## src/hdl/pts_pkg.sv

```systemverilog
`default_nettype none
package pts_pkg;
    localparam int MaxEntries = 16;
    localparam int IdxW = $clog2(MaxEntries);
    localparam int CntW = $clog2(MaxEntries + 1);

    localparam logic [2:0] FN_CREATE   = 3'd0;
    localparam logic [2:0] FN_DISPATCH = 3'd1;
    localparam logic [2:0] FN_KILL     = 3'd2;
    localparam logic [2:0] FN_WAIT     = 3'd3;
    localparam logic [2:0] FN_RESUME   = 3'd4;
    localparam logic [2:0] FN_RESET    = 3'd5;
    localparam logic [2:0] FN_REPORT   = 3'd6;
    localparam logic [2:0] FN_RROBIN   = 3'd7;

    localparam logic [1:0] ST_READY      = 2'd0;
    localparam logic [1:0] ST_RUNNING    = 2'd1;
    localparam logic [1:0] ST_WAITING    = 2'd2;
    localparam logic [1:0] ST_TERMINATED = 2'd3;

    localparam logic [1:0] RS_OK       = 2'd0;
    localparam logic [1:0] RS_FULL     = 2'd1;
    localparam logic [1:0] RS_NOTFOUND = 2'd2;
    localparam logic [1:0] RS_EMPTY    = 2'd3;

    localparam logic [1:0] RM_PRIO  = 2'd1;
    localparam logic [1:0] RM_BURST = 2'd2;

    typedef struct packed {
        logic [15:0] id;
        logic [3:0]  prio;
        logic [15:0] burst;
        logic [1:0]  st;
    } t_entry;
endpackage
`default_nettype wire

```

## src/hdl/process_table_priority_scheduler.sv

```systemverilog
`default_nettype none
// Channel  | Direction | Handshake            | Payload
// input    | in        | i_valid / o_ready    | i_func i_task_id i_prio i_burst i_report_mode
// output   | out       | o_valid / i_ready    | o_status o_out_id o_start_time o_end_time o_last
//
// Dispatch, kill, wait and resume walk the table one entry per cycle.
// A sorted report does one exchange step a cycle through the single shared compare unit.
// Kill compacts one entry per cycle. Reports emit one row per cycle when taken.
// Reset clears the count and the id counter; the table contents are left as is.
// A pending result stalls the sequencer until it is taken.
module process_table_priority_scheduler (
    input  wire logic        i_clk,
    input  wire logic        i_rst_n,
    input  wire logic        i_valid,
    output logic             o_ready,
    input  wire logic [2:0]  i_func,
    input  wire logic [15:0] i_task_id,
    input  wire logic [3:0]  i_prio,
    input  wire logic [15:0] i_burst,
    input  wire logic [1:0]  i_report_mode,
    output logic             o_valid,
    input  wire logic        i_ready,
    output logic [1:0]       o_status,
    output logic [15:0]      o_out_id,
    output logic [19:0]      o_start_time,
    output logic [19:0]      o_end_time,
    output logic             o_last
);
    localparam int IW = pts_pkg::IdxW;
    localparam int CW = pts_pkg::CntW;

    localparam logic [2:0] S_IDLE = 3'd0;
    localparam logic [2:0] S_SCAN = 3'd1;
    localparam logic [2:0] S_SHIFT = 3'd2;
    localparam logic [2:0] S_SORT = 3'd3;
    localparam logic [2:0] S_ROWS = 3'd4;
    localparam logic [2:0] S_DONE = 3'd5;

    pts_pkg::t_entry r_tab [pts_pkg::MaxEntries];
    logic [2:0]  r_state;
    logic [CW-1:0] r_cnt;
    logic [15:0] r_next_id;
    logic [2:0]  r_func;
    logic [15:0] r_tid;
    logic [1:0]  r_mode;
    logic [CW-1:0] r_i, r_j;
    logic        r_found;
    logic [IW-1:0] r_idx;
    logic [19:0] r_t;
    logic        r_ov;
    logic [1:0]  r_ost;
    logic [15:0] r_oid;
    logic [19:0] r_ostart, r_oend;
    logic        r_olast;

    pts_pkg::t_entry w_a, w_b, w_best;
    logic w_lt, w_gtb, w_bgt, w_ideq, w_sw;
    logic [19:0] w_e;

    assign w_a    = r_tab[r_i[IW-1:0]];
    assign w_b    = r_tab[r_j[IW-1:0]];
    assign w_best = r_tab[r_idx];

    // In the scan, operand a is the best candidate so far and b is the scanned entry.
    pts_cmp u_cmp (
        .i_a(r_state == S_SCAN ? w_best : w_a), .i_b(w_b), .i_id(r_tid),
        .o_a_lt_b_prio(w_lt), .o_a_gt_b_burst(w_gtb),
        .o_b_gt_a_prio(w_bgt), .o_id_eq(w_ideq)
    );
    assign w_sw = (r_mode == pts_pkg::RM_PRIO) ? w_lt : w_gtb;
    assign w_e  = r_t + {4'd0, w_a.burst};

    assign o_ready = (r_state == S_IDLE) && !r_ov;
    assign o_valid = r_ov;
    assign o_status = r_ost;
    assign o_out_id = r_oid;
    assign o_start_time = r_ostart;
    assign o_end_time = r_oend;
    assign o_last = r_olast;

    wire w_osl = !r_ov || i_ready;

    // A new result is loaded when a report row or a final result is ready to leave.
    wire w_load = w_osl && (r_state == S_DONE ||
                            (r_state == S_ROWS && r_func != pts_pkg::FN_RROBIN));

    always_ff @(posedge i_clk) begin
        if (!i_rst_n) begin
            r_state <= S_IDLE;
            r_cnt <= '0;
            r_next_id <= 16'd1;
            r_ov <= 1'b0;
        end else begin
            r_ov <= w_load || (r_ov && !i_ready);
            case (r_state)
            S_IDLE: begin
                if (i_valid && !r_ov) begin
                    r_func <= i_func; r_tid <= i_task_id; r_mode <= i_report_mode;
                    r_i <= '0; r_j <= '0; r_found <= 1'b0; r_t <= '0;
                    r_ost <= pts_pkg::RS_OK; r_oid <= '0; r_ostart <= '0;
                    r_oend <= '0; r_olast <= 1'b1;
                    r_state <= S_SCAN;
                    case (i_func)
                    pts_pkg::FN_CREATE: begin
                        r_state <= S_DONE;
                        if (r_cnt == CW'(pts_pkg::MaxEntries)) begin
                            r_ost <= pts_pkg::RS_FULL;
                        end else begin
                            r_tab[r_cnt[IW-1:0]] <= '{r_next_id, i_prio, i_burst,
                                                     pts_pkg::ST_READY};
                            r_oid <= r_next_id;
                            r_cnt <= r_cnt + 1'b1;
                            r_next_id <= r_next_id + 16'd1;
                        end
                    end
                    pts_pkg::FN_RESET: begin
                        r_cnt <= '0; r_next_id <= 16'd1; r_state <= S_DONE;
                    end
                    pts_pkg::FN_REPORT, pts_pkg::FN_RROBIN: begin
                        if (r_cnt == '0) begin
                            r_ost <= pts_pkg::RS_EMPTY; r_state <= S_DONE;
                        end else if (i_func == pts_pkg::FN_REPORT &&
                                     (i_report_mode inside {pts_pkg::RM_PRIO,
                                                            pts_pkg::RM_BURST})) begin
                            r_j <= CW'(1); r_state <= S_SORT;
                        end else begin
                            r_state <= S_ROWS;
                        end
                    end
                    default: ;
                    endcase
                end
            end
            S_SCAN: begin
                // r_j walks the table for dispatch, kill, wait and resume.
                if (r_j == r_cnt) begin
                    r_state <= S_DONE;
                    if (!r_found) begin
                        r_ost <= (r_func == pts_pkg::FN_DISPATCH) ? pts_pkg::RS_EMPTY
                                                                   : pts_pkg::RS_NOTFOUND;
                    end else begin
                        case (r_func)
                        pts_pkg::FN_DISPATCH: begin
                            r_tab[r_idx].st <= pts_pkg::ST_RUNNING;
                            r_oid <= w_best.id;
                        end
                        pts_pkg::FN_WAIT: begin
                            r_tab[r_idx].st <= pts_pkg::ST_WAITING; r_oid <= r_tid;
                        end
                        pts_pkg::FN_RESUME: begin
                            r_tab[r_idx].st <= pts_pkg::ST_READY; r_oid <= r_tid;
                        end
                        default: begin
                            r_oid <= r_tid; r_i <= {1'b0, r_idx};
                            r_state <= S_SHIFT;
                        end
                        endcase
                    end
                end else begin
                    r_j <= r_j + 1'b1;
                    if (r_func == pts_pkg::FN_DISPATCH) begin
                        if (w_b.st == pts_pkg::ST_READY && (!r_found || w_bgt)) begin
                            r_found <= 1'b1; r_idx <= r_j[IW-1:0];
                        end
                    end else if (!r_found && w_ideq &&
                                 (r_func != pts_pkg::FN_RESUME ||
                                  w_b.st == pts_pkg::ST_WAITING)) begin
                        r_found <= 1'b1; r_idx <= r_j[IW-1:0];
                    end
                end
            end
            S_SHIFT: begin
                if (r_i + 1'b1 >= r_cnt) begin
                    r_cnt <= r_cnt - 1'b1; r_state <= S_DONE;
                end else begin
                    r_tab[r_i[IW-1:0]] <= r_tab[IW'(r_i + 1'b1)];
                    r_i <= r_i + 1'b1;
                end
            end
            S_SORT: begin
                if (r_i + 1'b1 >= r_cnt) begin
                    r_i <= '0; r_state <= S_ROWS;
                end else begin
                    if (w_sw) begin
                        r_tab[r_i[IW-1:0]] <= w_b;
                        r_tab[r_j[IW-1:0]] <= w_a;
                    end
                    if (r_j + 1'b1 >= r_cnt) begin
                        r_i <= r_i + 1'b1; r_j <= r_i + 2'd2;
                    end else begin
                        r_j <= r_j + 1'b1;
                    end
                end
            end
            S_ROWS: begin
                if (r_func == pts_pkg::FN_RROBIN) begin
                    r_tab[r_i[IW-1:0]].st <= pts_pkg::ST_TERMINATED;
                    r_t <= w_e; r_i <= r_i + 1'b1;
                    if (r_i + 1'b1 == r_cnt) begin
                        r_oend <= w_e; r_state <= S_DONE;
                    end
                end else if (w_osl) begin
                    r_ost <= pts_pkg::RS_OK; r_oid <= w_a.id;
                    r_ostart <= r_t; r_oend <= w_e;
                    r_olast <= (r_i + 1'b1 == r_cnt);
                    r_t <= w_e; r_i <= r_i + 1'b1;
                    if (r_i + 1'b1 == r_cnt) r_state <= S_IDLE;
                end
            end
            S_DONE: begin
                if (w_osl) begin
                    r_state <= S_IDLE;
                end
            end
            default: r_state <= S_IDLE;
            endcase
        end
    end

    a_cnt_max: assert property (@(posedge i_clk) disable iff (!i_rst_n)
        r_cnt <= CW'(pts_pkg::MaxEntries)) else $error("count above depth");
    a_busy: assert property (@(posedge i_clk) disable iff (!i_rst_n)
        (r_state != S_IDLE) |-> !o_ready) else $error("ready while busy");
    a_kill_dec: assert property (@(posedge i_clk) disable iff (!i_rst_n)
        (r_state == S_SHIFT && r_i + 1'b1 >= r_cnt) |=> (r_cnt == $past(r_cnt) - 1'b1))
        else $error("kill did not shrink table");
endmodule
`default_nettype wire

```

## src/hdl/pts_cmp.sv

```systemverilog
`default_nettype none
// Shared compare unit: the priority, burst and id comparisons of the sequencer go through here.
module pts_cmp (
    input  wire pts_pkg::t_entry i_a,
    input  wire pts_pkg::t_entry i_b,
    input  wire logic [15:0]     i_id,
    output logic                 o_a_lt_b_prio,
    output logic                 o_a_gt_b_burst,
    output logic                 o_b_gt_a_prio,
    output logic                 o_id_eq
);
    assign o_a_lt_b_prio  = i_a.prio < i_b.prio;
    assign o_a_gt_b_burst = i_a.burst > i_b.burst;
    assign o_b_gt_a_prio  = i_b.prio > i_a.prio;
    assign o_id_eq        = i_b.id == i_id;
endmodule
`default_nettype wire
```

## config.mk

```make
export PLATFORM = sky130hd
export DESIGN_NAME = process_table_priority_scheduler
export DESIGN_NICKNAME = d
export VERILOG_FILES = /design/src/hdl/pts_pkg.sv /design/src/hdl/process_table_priority_scheduler.sv /design/src/hdl/pts_cmp.sv
export SDC_FILE = /design/constraint.sdc
export NUM_CORES = 2
export LEC_CHECK = 0
export BUFFER_PORTS_ARGS = -buffer_cell sky130_fd_sc_hd__clkbuf_2
export CAP_MARGIN = 40
export CORE_UTILIZATION = 45
export DETAILED_ROUTE_END_ITERATION = 12
export GPL_ROUTABILITY_DRIVEN = 1
export SYNTH_ARGS = -nofsm -noshare
export SYNTH_HDL_FRONTEND = slang
export SYNTH_HIERARCHICAL = 1
export SYNTH_SLANG_ARGS = --single-unit
```

## constraint.sdc

```tcl
create_clock -name i_clk -period 16.7 [get_ports i_clk]
set_input_delay 1.67 -clock i_clk [delete_from_list [all_inputs] [get_ports i_clk]]
set_output_delay 1.67 -clock i_clk [all_outputs]
set_load 0.05 [all_outputs]
```

==> summary.txt <==
Post-CTS Resized: 0
Std-Cell Rows: 127
Initial Utilization: 45.38%
Critical path type: register to register
WL final: 195.9 mm
Hpwl dp: 120.4 mm
Final Non-Filler Cells: 5,397
Clk buf depth: 3
WHS Endpoint: r_next_id[12]$_SDFFE_PN0P_
CP required: 17.00 ns
GRT Resource Usage Total: 32.03%
Max Cap Violations: 0
Final RePlAce weighted congestion: 0.8897
Vias in the first global route: 38,290
Syn Nets: 3,865
Final hold vios: 0
Die Wd: 349.6 microns
CP arrival: 9.56 ns
Final Total Pwr: 9301 uW
Mean number of vias per cell: 7.179
Critical path peak fanout: 35
Post-Syn Area: 54,370 sq um
Top Ports: 106
Final worst-path cycle share: 55.45%
CP bufs+invs: 5
Most common cell on crit path: buf_4
VDD IR-drop max: 0.0001978 V
GRT Residual Overflow: 0
P&R area growth vs syn: 10.47%
Hold_buf cts: 0
Worst Reg-to-Reg Cells: 19
Flop2flop setup slack: 7.44 ns
Global Route met3 Usage: 6.575%
Worst path slowest cell: buf_4
HP Start: r_next_id[12]$_SDFFE_PN0P_
Worst-Margin Slew: 1.104 ns
Cell Pwr Density: 154.8 nW/um^2
Power Internal: 5208 uW
Most Crowded Layer GR: met2
Yosys warning count: 6
Clock slew at reported path FFs: 0.06 ns
Dpl cells: 5,227
CP max stage delay: 0.72 ns
H-tree levels: 3
WL per Instance: 36.29 microns
Hold Path Class: register to register
Mapped Avg Cell Area: 14.45 sq um
# port buffers: 105
R2R Path End: r_tab[10][13]$_DFFE_PP_
Die ar.: 122,200 sq um
Pin count of the biggest net entering global routing: 111
Final setup vio count: 0
Fin nets: 3,810
Clock Sinks: 760
Setup crit start kind: register
TritonCTS buffer count: 90
TNS Setup: 0 ns
Filler cell count: 10,290
Root buffer cell: clkbuf_16
Chip height: 349.6 microns
Max-slew violation count: 0
Sw power: 4092 uW
Flop pwr share: 26.0%
Combinational share of power: 53.2%
Vias: 38,750
Layout cell share with drive strength beyond 1: 32.25%
Grt met1 use: 41.39%
RSZ-0062 raised after global routing: false
Clock power share: 20.8%
Fmax: 108.0 MHz
Hold Crit Depth: 2
Cells after synthesis: 3,764
First-pass GRT wire length: 281.2 mm
Worst-skew pair later-pin latency: 0.69 ns
Minimum clock period: 9.261 ns
DRC: 0
Antenna violations before repair: 1
Setup bufs post-CTS: 0
Slew HR: 26.40%
Crit-path cells: buf_4 -> buf_4 -> mux4_2 -> mux4_2 -> nand2_1 -> o21ai_0 -> ha_1 -> nand4_1 -> a311oi_1 -> a211oi_1 -> a31oi_1 -> mux2i_1 -> a211o_2 -> buf_4 -> o21a_4 -> o221ai_1 -> buf_4 -> o21ai_4 -> buf_4
Core area: 119,800 sq um
Leak: 0.02372 uW
Pre-Repair DR Iteration Count: 7
Switch share: 44.00%
Remaining antenna violation count after routing: 0
Status: complete, no violations
Crit path capture type: register
Setup Skew: 0.02651 ns
DRT iter0 DRCs: 5,354
CP delay by family, top: compound AO/OA/AOI/OAI gates
GRT met2 Usage: 50.09%
TritonCTS clock tree: yes
## cell usage in the layout, fill, tap and decap left out, types with 51 or more instances in the layout
cell       count
nand2_1      143
mux2_2        51
mux4_2       637
clkbuf_2     105
a211oi_1      84
edfxtp_1     723
and3_1        65
inv_1         97
nor2_1        68
clkbuf_16     95
mux2i_1      696
a21oi_1       61
a22oi_1       85
buf_4        128
o21ai_0       64
ha_1          54
## tightest hold or removal path, delay by kind of cell, from the launching register on
family / cells / cell delay, ns
flip-flops: 1 / 0.34
AO/OA/AOI/OAI: 2 / 0.14
## through the flow
step                      hold WS [ns]  util [%]  instance area (sq um)  setup slack [ns]
after floorplan                 0.4244         -                  54370             8.670
after detailed placement        0.5146     47.78                  57250             7.571
after global placement          0.4965     47.22                  56580             7.421
final                           0.5294     50.13                  60070             7.439
after CTS                       0.5279     50.11                  60040             7.566
after global routing            0.5578     50.13                  60060             7.249
## state kept, by name (all words and copies together) (netlist names), 16 cells and up, named ones only
signal / flops
r_tab: 608
o_end_time: 20
o_start_time: 20
r_t: 20
o_out_id: 16
r_next_id: 16
r_tid: 16
## power by group through the flow
stage	sequential (uW)	clock, uW	combinational [uW]
2_1_floorplan	2440	0	3330
3_3_place_gp	2470	0	4790
3_5_place_dp	2450	0	4860
4_1_cts	2420	1940	4890
5_1_grt	2430	2010	5210
6_report	2420	1930	4950
## layer usage
metal,up-vias,share of wire (%)
li1,15510,-
met1,20140,37
met2,2565,46
met3,540,9.9
met4,2,6.7
met5,-,0.0056
## cell type report
class	count	area (sq um)	share of cell area [%]
multi-input combinational	2486	30160	50.20
sequential	760	22490	37.44
clock buffer	116	2476	4.122
timing repair buffer	270	2227	3.708
tap	1612	2017	3.358
inverter	101	379.1	0.6311
clock inverter	50	317.8	0.5291
antenna	2	5.005	0.008332
## worst max path at each step
stage | start | end | slack (ns) | depth (start not counted)
after global placement | register | r_tab[8][24]$_DFFE_PP_ | 7.42 | 18
after global routing | register | r_tab[8][24]$_DFFE_PP_ | 7.25 | 19
after detailed placement | register | r_tab[8][23]$_DFFE_PP_ | 7.57 | 19
after floorplan | register | r_tab[15][10]$_DFFE_PP_ | 8.67 | 17
after CTS | register | r_tab[8][22]$_DFFE_PP_ | 7.57 | 19
final | register | r_tab[10][13]$_DFFE_PP_ | 7.44 | 19
Power figures use the tool's default switching activity.
